File: config.mk
export PLATFORM = sky130hd
export DESIGN_NAME = xorshift128_random_generator
export DESIGN_NICKNAME = d
export VERILOG_FILES = /design/src/xs128_pkg.sv /design/src/xs128_ctrl.sv /design/src/xs128_dp.sv /design/src/xorshift128_random_generator.sv
export SDC_FILE = /design/constraint.sdc
export NUM_CORES = 1
export LEC_CHECK = 0
export BUFFER_PORTS_ARGS = -buffer_cell sky130_fd_sc_hd__buf_4
export CORE_ASPECT_RATIO = 1.4
export CORE_MARGIN = 8
export CORE_UTILIZATION = 56
export DETAILED_ROUTE_END_ITERATION = 6
export PLACE_DENSITY = 0.74
export SLEW_MARGIN = 20
export SYNTH_ARGS = -nofsm -noshare
export SYNTH_HDL_FRONTEND = slang
export SYNTH_SLANG_ARGS = --single-unit
File: constraint.sdc
create_clock -name i_clk -period 8 [get_ports i_clk]
set_input_delay 0.4 -clock i_clk [delete_from_list [all_inputs] [get_ports i_clk]]
set_output_delay 0.4 -clock i_clk [all_outputs]
set_load 0.05 [all_outputs]
File: src/xs128_pkg.sv
// ----------------------------------------------------------------------------
// xs128_pkg
// Shared types and constants of the xorshift128 generator: controller states,
// command and status groups, and the seed expansion and shift constants.
// ----------------------------------------------------------------------------
package xs128_pkg;

    localparam int unsigned WordW   = 32;
    localparam int unsigned BoundW  = 31;
    localparam int unsigned CntW    = 5;
    localparam int unsigned DivLast = WordW - 1;
    localparam int unsigned SeedLast = 3;

    localparam logic [WordW-1:0] SEED_MULT = 32'd1812433253;
    localparam int unsigned SEED_SHIFT = 30;
    localparam int unsigned XS_SHL_A   = 11;
    localparam int unsigned XS_SHR_D   = 19;
    localparam int unsigned XS_SHR_T   = 8;

    typedef enum logic [2:0] {
        S_SEED_MUL,
        S_SEED_ADD,
        S_IDLE,
        S_DIV,
        S_FIN
    } t_state;

    typedef struct packed {
        logic       seed_load;
        logic       seed_mul;
        logic       seed_add;
        logic [2:0] seed_k;
        logic       accept;
        logic       div_step;
        logic       load_out;
    } t_cmd;

    typedef struct packed {
        logic bnd_zero;
        logic out_free;
    } t_sts;

endpackage

File: src/xs128_ctrl.sv
// ----------------------------------------------------------------------------
// xs128_ctrl
// Controller: seeds the state after reset or a seed write, admits one request
// at a time, steps the remainder unit and hands the result to the output.
// ----------------------------------------------------------------------------
module xs128_ctrl (
    input  logic             i_clk,
    input  logic             i_rst_n,
    input  logic             i_cfg_we,
    input  logic             i_in_valid,
    output logic             o_in_stall,
    input  xs128_pkg::t_sts  i_sts,
    output xs128_pkg::t_cmd  o_cmd
);
    import xs128_pkg::*;

    t_state           r_state, n_state;
    logic [CntW-1:0]  r_cnt, n_cnt;
    logic             w_accept;

    assign o_in_stall = (r_state != S_IDLE) || i_cfg_we;
    assign w_accept   = i_in_valid && !o_in_stall;

    always_ff @(posedge i_clk) begin
        if (!i_rst_n) begin
            r_state <= S_SEED_MUL;
            r_cnt   <= '0;
        end else begin
            r_state <= n_state;
            r_cnt   <= n_cnt;
        end
    end

    always_comb begin
        n_state         = r_state;
        n_cnt           = r_cnt;
        o_cmd           = '0;
        o_cmd.seed_k    = {1'b0, r_cnt[1:0]} + 3'd1;
        o_cmd.seed_load = i_cfg_we;
        if (i_cfg_we) begin
            // restart expansion from the freshly written seed
            n_state = S_SEED_MUL;
            n_cnt   = '0;
        end else begin
            unique case (r_state)
                S_SEED_MUL: begin
                    o_cmd.seed_mul = 1'b1;
                    n_state        = S_SEED_ADD;
                end
                S_SEED_ADD: begin
                    o_cmd.seed_add = 1'b1;
                    if (r_cnt == CntW'(SeedLast)) begin
                        n_state = S_IDLE;
                        n_cnt   = '0;
                    end else begin
                        n_state = S_SEED_MUL;
                        n_cnt   = r_cnt + 1'b1;
                    end
                end
                S_IDLE: begin
                    if (w_accept) begin
                        o_cmd.accept = 1'b1;
                        n_state      = S_DIV;
                        n_cnt        = '0;
                    end
                end
                S_DIV: begin
                    if (i_sts.bnd_zero) begin
                        n_state = S_FIN;
                    end else begin
                        o_cmd.div_step = 1'b1;
                        n_cnt          = r_cnt + 1'b1;
                        if (r_cnt == CntW'(DivLast)) begin
                            n_state = S_FIN;
                        end
                    end
                end
                S_FIN: begin
                    if (i_sts.out_free) begin
                        o_cmd.load_out = 1'b1;
                        n_state        = S_IDLE;
                    end
                end
                default: begin
                    n_state = S_SEED_MUL;
                    n_cnt   = '0;
                end
            endcase
        end
    end

`ifndef NO_ASSERTIONS
    a_accept_starts_div: assert property (@(posedge i_clk) disable iff (!i_rst_n)
        o_cmd.accept |=> (r_state == S_DIV) && (r_cnt == '0))
        else $error("accepted transaction did not start the remainder unit");

    a_seed_write_restarts: assert property (@(posedge i_clk) disable iff (!i_rst_n)
        i_cfg_we |=> (r_state == S_SEED_MUL) && (r_cnt == '0))
        else $error("seed write did not restart expansion");

    a_seed_ends_idle: assert property (@(posedge i_clk) disable iff (!i_rst_n)
        (r_state == S_SEED_ADD) && (r_cnt == CntW'(SeedLast)) && !i_cfg_we
        |=> (r_state == S_IDLE))
        else $error("expansion did not finish after the fourth word");
`endif

endmodule

File: src/xs128_dp.sv
// ----------------------------------------------------------------------------
// xs128_dp
// Datapath: the four generator words, the seed expansion multiplier, the
// bit-serial remainder unit and the output register.
// ----------------------------------------------------------------------------
module xs128_dp (
    input  logic                               i_clk,
    input  logic                               i_rst_n,
    input  logic [xs128_pkg::WordW-1:0]        i_cfg_wdata,
    input  logic [xs128_pkg::BoundW-1:0]       i_bound,
    input  logic                               i_out_stall,
    output logic                               o_out_valid,
    output logic [xs128_pkg::WordW-1:0]        o_value,
    input  xs128_pkg::t_cmd                    i_cmd,
    output xs128_pkg::t_sts                    o_sts
);
    import xs128_pkg::*;

    logic [WordW-1:0]  r_wa, r_wb, r_wc, r_wd;
    logic [WordW-1:0]  r_s;
    logic [WordW-1:0]  r_prod;
    logic [WordW-1:0]  r_dvd;
    logic [BoundW-1:0] r_bnd;
    logic [BoundW-1:0] r_rem;
    logic [WordW-1:0]  r_out;
    logic              r_out_valid;

    logic [WordW-1:0]  w_t;
    logic [WordW-1:0]  w_next_d;
    logic [WordW-1:0]  w_seed_new;
    logic [WordW-1:0]  w_trial;
    logic [WordW-1:0]  w_diff;
    logic              w_ge;

    assign w_t        = r_wa ^ (r_wa << XS_SHL_A);
    assign w_next_d   = (r_wd ^ (r_wd >> XS_SHR_D)) ^ (w_t ^ (w_t >> XS_SHR_T));
    assign w_seed_new = r_prod + {{(WordW-3){1'b0}}, i_cmd.seed_k};

    // one restoring step: shift in the next dividend bit, subtract if it fits
    assign w_trial = {r_rem, r_dvd[WordW-1]};
    assign w_ge    = w_trial >= {1'b0, r_bnd};
    assign w_diff  = w_trial - {1'b0, r_bnd};

    assign o_sts.bnd_zero = (r_bnd == '0);
    assign o_sts.out_free = !r_out_valid || !i_out_stall;
    assign o_out_valid    = r_out_valid;
    assign o_value        = r_out;

    // seed chain: r_s is the seed register itself at reset and after a write
    always_ff @(posedge i_clk) begin
        if (!i_rst_n) begin
            r_s <= '0;
        end else if (i_cmd.seed_load) begin
            r_s <= i_cfg_wdata;
        end else if (i_cmd.seed_add) begin
            r_s <= w_seed_new;
        end
    end

    always_ff @(posedge i_clk) begin
        if (i_cmd.seed_mul) begin
            r_prod <= SEED_MULT * (r_s ^ (r_s >> SEED_SHIFT));
        end
    end

    // generator words: expansion shifts words in from the top
    always_ff @(posedge i_clk) begin
        if (i_cmd.seed_add) begin
            r_wa <= r_wb;
            r_wb <= r_wc;
            r_wc <= r_wd;
            r_wd <= w_seed_new;
        end else if (i_cmd.accept) begin
            r_wa <= r_wb;
            r_wb <= r_wc;
            r_wc <= r_wd;
            r_wd <= w_next_d;
        end
    end

    always_ff @(posedge i_clk) begin
        if (i_cmd.accept) begin
            r_dvd <= w_next_d;
            r_bnd <= i_bound;
            r_rem <= '0;
        end else if (i_cmd.div_step) begin
            r_dvd <= r_dvd << 1;
            r_rem <= w_ge ? w_diff[BoundW-1:0] : w_trial[BoundW-1:0];
        end
    end

    always_ff @(posedge i_clk) begin
        if (i_cmd.load_out) begin
            r_out <= (r_bnd == '0) ? r_wd : {1'b0, r_rem};
        end
    end

    always_ff @(posedge i_clk) begin
        if (!i_rst_n) begin
            r_out_valid <= 1'b0;
        end else if (i_cmd.load_out) begin
            r_out_valid <= 1'b1;
        end else if (!i_out_stall) begin
            r_out_valid <= 1'b0;
        end
    end

`ifndef NO_ASSERTIONS
    a_raw_word_out: assert property (@(posedge i_clk) disable iff (!i_rst_n)
        i_cmd.load_out && (r_bnd == '0) |=> (r_out == r_wd))
        else $error("raw request did not return the new word");

    a_mod_below_bound: assert property (@(posedge i_clk) disable iff (!i_rst_n)
        i_cmd.load_out && (r_bnd != '0) |=> (r_out < {1'b0, r_bnd}))
        else $error("remainder not below bound");

    a_rem_in_range: assert property (@(posedge i_clk) disable iff (!i_rst_n)
        i_cmd.div_step && (r_bnd != '0) |-> (r_rem < r_bnd))
        else $error("partial remainder out of range");
`endif

endmodule

File: src/xorshift128_random_generator.sv
// ----------------------------------------------------------------------------
// xorshift128_random_generator
// Xorshift128 pseudo-random word source with optional reduction modulo a
// per-request bound.
// ----------------------------------------------------------------------------
// One request is handled at a time. A transaction with bound 0 returns the raw
// 32-bit word without stepping the remainder unit; a nonzero bound runs the
// bit-serial remainder unit, one dividend bit per cycle, and the next request is
// taken on the cycle after the result enters the output register. The output
// register lets a finished result wait for the consumer while the next request
// is already accepted. After reset, and after every seed write, four expansion
// steps (a multiply, then an add) refill the state while the input stalls.
// The seed port takes a write on any cycle with i_cfg_we high; write it only
// while no request is in flight.
// ----------------------------------------------------------------------------
module xorshift128_random_generator (
    input  logic                          i_clk,
    input  logic                          i_rst_n,
    // seed register
    input  logic                          i_cfg_we,
    input  logic [xs128_pkg::WordW-1:0]   i_cfg_wdata,
    // request channel
    input  logic                          i_in_valid,
    output logic                          o_in_stall,
    input  logic [xs128_pkg::BoundW-1:0]  i_bound,
    // result channel
    output logic                          o_out_valid,
    input  logic                          i_out_stall,
    output logic [xs128_pkg::WordW-1:0]   o_value
);
    import xs128_pkg::*;

    t_cmd w_cmd;
    t_sts w_sts;

    // controller: sequencing of seeding, admission and the remainder steps
    xs128_ctrl u_ctrl (
        .i_clk      (i_clk),
        .i_rst_n    (i_rst_n),
        .i_cfg_we   (i_cfg_we),
        .i_in_valid (i_in_valid),
        .o_in_stall (o_in_stall),
        .i_sts      (w_sts),
        .o_cmd      (w_cmd)
    );

    // datapath: state words, expansion multiplier, remainder unit, output hold
    xs128_dp u_dp (
        .i_clk       (i_clk),
        .i_rst_n     (i_rst_n),
        .i_cfg_wdata (i_cfg_wdata),
        .i_bound     (i_bound),
        .i_out_stall (i_out_stall),
        .o_out_valid (o_out_valid),
        .o_value     (o_value),
        .i_cmd       (w_cmd),
        .o_sts       (w_sts)
    );

endmodule

==> results.yml <==
global_route:
  global_route_wire_length_before_repair_um: 91960
  antenna_found_initial: 1
  grt_use_met3_pct: 2.903
  grt_busiest_layer: "met2"
  grt_max_degree: 81
  gr_layer_usage_met2_pct: 44.91
  number_of_global_route_vias_before_repair: 16420
  globalRoute.totalOverflow: 0
  grt.total_usage_pct: 24.65
  use_met1_pct: 27.28
detailed_routing:
  post-route-drc-count: 0
  finalWirelength_um: 58820
  detailedRoute.firstIterationViolations: 981
  drtPass1Iterations: 5
  num_vias: 15800
  wire_per_inst_um: 21.37
  vias_per_cell: 5.741
  drtAntennaViolNets: 0
clocking:
  clock_tree.root_cell: "clkbuf_16"
  clk_transition_reported_paths_ns: 0.07
  clock_latency_late_sink_ns: 0.53
  cts_tree: "built"
  tritoncts.num_buffers: 34
  ctsHtreeMaxLevel: 2
  cts_setup_buffers: 0
  cts_hold_buf: 0
  clk_path_buf_depth: 3
  post_cts.resized_instances: 0
  cts.sinks: 327
logic_synthesis:
  synth_warnings: 0
  seq_area_frac_synth_pct: 39.63
  synth_fp_nets: 2544
  synth_cells: 2084
  synth_area_leaders: "edfxtp_1, ha_1, fa_1"
  synth_ff_type: "edfxtp_1"
  avgSynthCellArea_um2: 11.02
  ys_top_cells_by_count: "inv_1, edfxtp_1, ha_1"
  yosys_register_bits: 327
  synth_edf_count: 255
  yosys.area.top_type: "edfxtp_1"
  post_synth_num_cell_types: 74
  synth_most_common_cell: "inv_1"
  synth.top_cell.area_share_pct: 33.36
  ys_async_sr_fraction_pct: 0
  mappedNetlistArea_mm2: 0.02296
min_path:
  hold_depth: 1
  worstHoldStart: "i_bound[5]"
  hold_end: "u_dp.r_bnd[5]$_DFFE_PP_"
  holdCritPathClass: "in2reg"
worst_setup_path:
  crit_path_top_delay_cell: "fa_1"
  worstSetupStartpointType: "register"
  worstReg2RegStart: "u_dp.r_s[31]$_SDFFE_PN0P_"
  reg2reg_setup_slack_ns: 0.70
  worstRegToRegCells: 24
  crit_chain: "xor2_1, xnor2_1, ha_1, or2_2, ha_1, inv_1, fa_1, inv_1, ha_1, fa_1, fa_1, fa_1, inv_1, fa_1, inv_1, ha_1, a21o_1, a21o_1, a221oi_1, nor3b_2, a211oi_1, or4b_1, a31oi_1, xnor2_1"
  worst_ep_required_time_ns: 8.25
  cpMostUsedCell: "fa_1"
  path_max_fanout: 6
  crit-reg2reg-capture: "u_dp.r_prod[31]$_DFFE_PP_"
  criticalPathCategory: "reg2reg"
  timing.critical_path.to_type: "register"
  timing.critical_path.arrival_ns: 7.56
  largest_incremental_delay_on_the_critical_path_ns: 0.55
floorplanning:
  core_area_mm2: 0.04085
  pin_count: 102
  floorplan.initialDensity_pct: 56.20
  floorplan.die.width_um: 187.1
  die_h_um: 255.6
  dieArea_mm2: 0.04782
  core_rows: 88
cells_and_area:
  post_route_cells_drive_above_1_share_pct: 11.03
  final.fill_count: 3232
  design.final.nets: 2646
  sequential_cell_area_mm2: 0.009099
  area_of_the_multi_input_gates_mm2: 0.01238
  n_antenna_cell: 0
  final_util_pct: 62.50
  synthToLayoutAreaGrowth_pct: 11.21
timing:
  max-slew-margin-rel_pct: 29.14
  setup-tns-final_ns: 0
  timing_worst_slew_pin_value_ns: 1.048
  report.final.slew_viol_count: 0
  finalWorstSetupSlack_ns: 0.6970
  maxClockFrequency_ghz: 0.1369
  worst_clock_skew_ns: 0.02316
  timing.final.hold_violations: 0
  finalCritPeriodShare_pct: 91.29
  rsz0062_at_grt: "false"
  finalSetupViolations: 0
  timing.final.crit_period_ns: 7.303
placement:
  pre_cts_ws_ns: 0.8040
  dp.final_hpwl_um: 45980
  final_wtd_congestion: 0.9570
  count_of_input_and_output_buffers: 101
power:
  vdd.ir_drop.worst_v: 0.0003725
  power_per_cell_area_mw_per_mm2: 329.9
  static-leakage-power_nw: 11.23
run:
  cap_viol_max_count: 0
run_status:
  status: "complete, no violations"
## layer usage
layer | part of all wire [%] | vias up | wire, um
met5 | 0 | - | 0
li1 | - | 7350 | -
met4 | 6.4 | 0 | 3793
met3 | 4.4 | 148 | 2604
met1 | 38 | 7775 | 22090
met2 | 52 | 526 | 30330
## registers in the layout (all words and copies together) (netlist names), 32 cells and up
signal        cells
u_dp.o_value     32
u_dp.r_dvd       32
u_dp.r_prod      32
u_dp.r_s         32
u_dp.r_wa        32
u_dp.r_wb        32
u_dp.r_wc        32
u_dp.r_wd        32
## kinds of logic (layout without fill, tap and decap cells)
logic type | Yosys count | after routing | share of synthesized area, %
flip-flops | 327 | 327 | 39.63
XOR/XNOR | 205 | 205 | 7.821
adder cells (fa/ha/maj) | 392 | 392 | 26.20
AO/OA/AOI/OAI | 300 | 300 | 8.650
multiplexers | 43 | 43 | 2.038
AND/OR/NAND/NOR | 423 | 423 | 9.025
buffers and inverters | 394 | 522 | 6.627
## critical path, delay by kind of cell (launching register included)
kind	cells	cell delay, ns
AO/OA/AOI/OAI	5	1.08
XOR/XNOR	3	0.60
adder cells (fa/ha/maj)	9	3.65
buffers and inverters	4	0.21
flip-flops	1	0.41
AND/OR/NAND/NOR	3	1.10
## placed cells by master, fill, tap and decap left out, types with 5 or more instances in the layout
cell and n:
a211oi_1 33, fa_1 148, buf_4 123, nand2_1 136, nand3_1 79, o21a_1 6
mux2_2 30, inv_1 335, nor4_1 8, and3_1 20, a31o_2 14, a21o_1 14
a21boi_0 5, xor2_1 63, ha_1 244, nor2b_1 23, o311ai_0 18, mux2i_1 13
o21ai_0 69, and4_1 6, bufinv_16 6, clkbuf_16 34, nand2b_1 7, a221o_1 8
edfxtp_1 255, nand4_1 13, o211ai_1 9, o21bai_1 6, clkbuf_1 7, a21oi_1 81
and2_1 13, nor2_1 72, xnor2_1 142, nor3_1 11, dfxtp_1 72, or3_1 5
## where the power goes
group	internal [mW]	switching, mW
logic	1.91	2.57
registers	2.14	0.130
clock network	0.995	0.679
total	5.04	3.38
## worst max-delay path by stage
| stage | depth (start not counted) | startpoint | slack [ns] | end |
|---|---|---|---|---|
| floorplan | 24 | u_dp.r_s[31]$_SDFFE_PN0P_ | 1.18 | u_dp.r_prod[31]$_DFFE_PP_ |
| global placement | 24 | u_dp.r_s[31]$_SDFFE_PN0P_ | 0.89 | u_dp.r_prod[31]$_DFFE_PP_ |
| detailed placement | 24 | u_dp.r_s[31]$_SDFFE_PN0P_ | 0.80 | u_dp.r_prod[31]$_DFFE_PP_ |
| CTS | 24 | u_dp.r_s[31]$_SDFFE_PN0P_ | 0.76 | u_dp.r_prod[31]$_DFFE_PP_ |
| global route | 24 | u_dp.r_s[31]$_SDFFE_PN0P_ | 0.40 | u_dp.r_prod[31]$_DFFE_PP_ |
| finish | 24 | u_dp.r_s[31]$_SDFFE_PN0P_ | 0.70 | u_dp.r_prod[31]$_DFFE_PP_ |
## layout make-up
type                    instances  share of cell area (%)
flip-flops and latches        327                   35.64
multi-input cells            1363                   48.48
well taps                     540                   2.647
inverters                     336                   4.940
repair buffers                124                   3.725
clock buffers                  42                   3.490
clock inverters                20                   1.083
## metrics by stage
| stage | std cells | area, um^2 | power (mW) | hold slack [ns] |
|---|---|---|---|---|
| global placement | 2689 | 24330 | 6.601 | 0.4014 |
| CTS | 2751 | 25500 | 8.451 | 0.02269 |
| detailed placement | 2689 | 24330 | 6.759 | 0.4051 |
| global route | 2752 | 25530 | 9.144 | 0.02630 |
| floorplan | 2084 | 22960 | 5.709 | 0.4003 |
| finish | 2752 | 25530 | 8.422 | 0.04353 |
(Power assumes the default switching activity.)
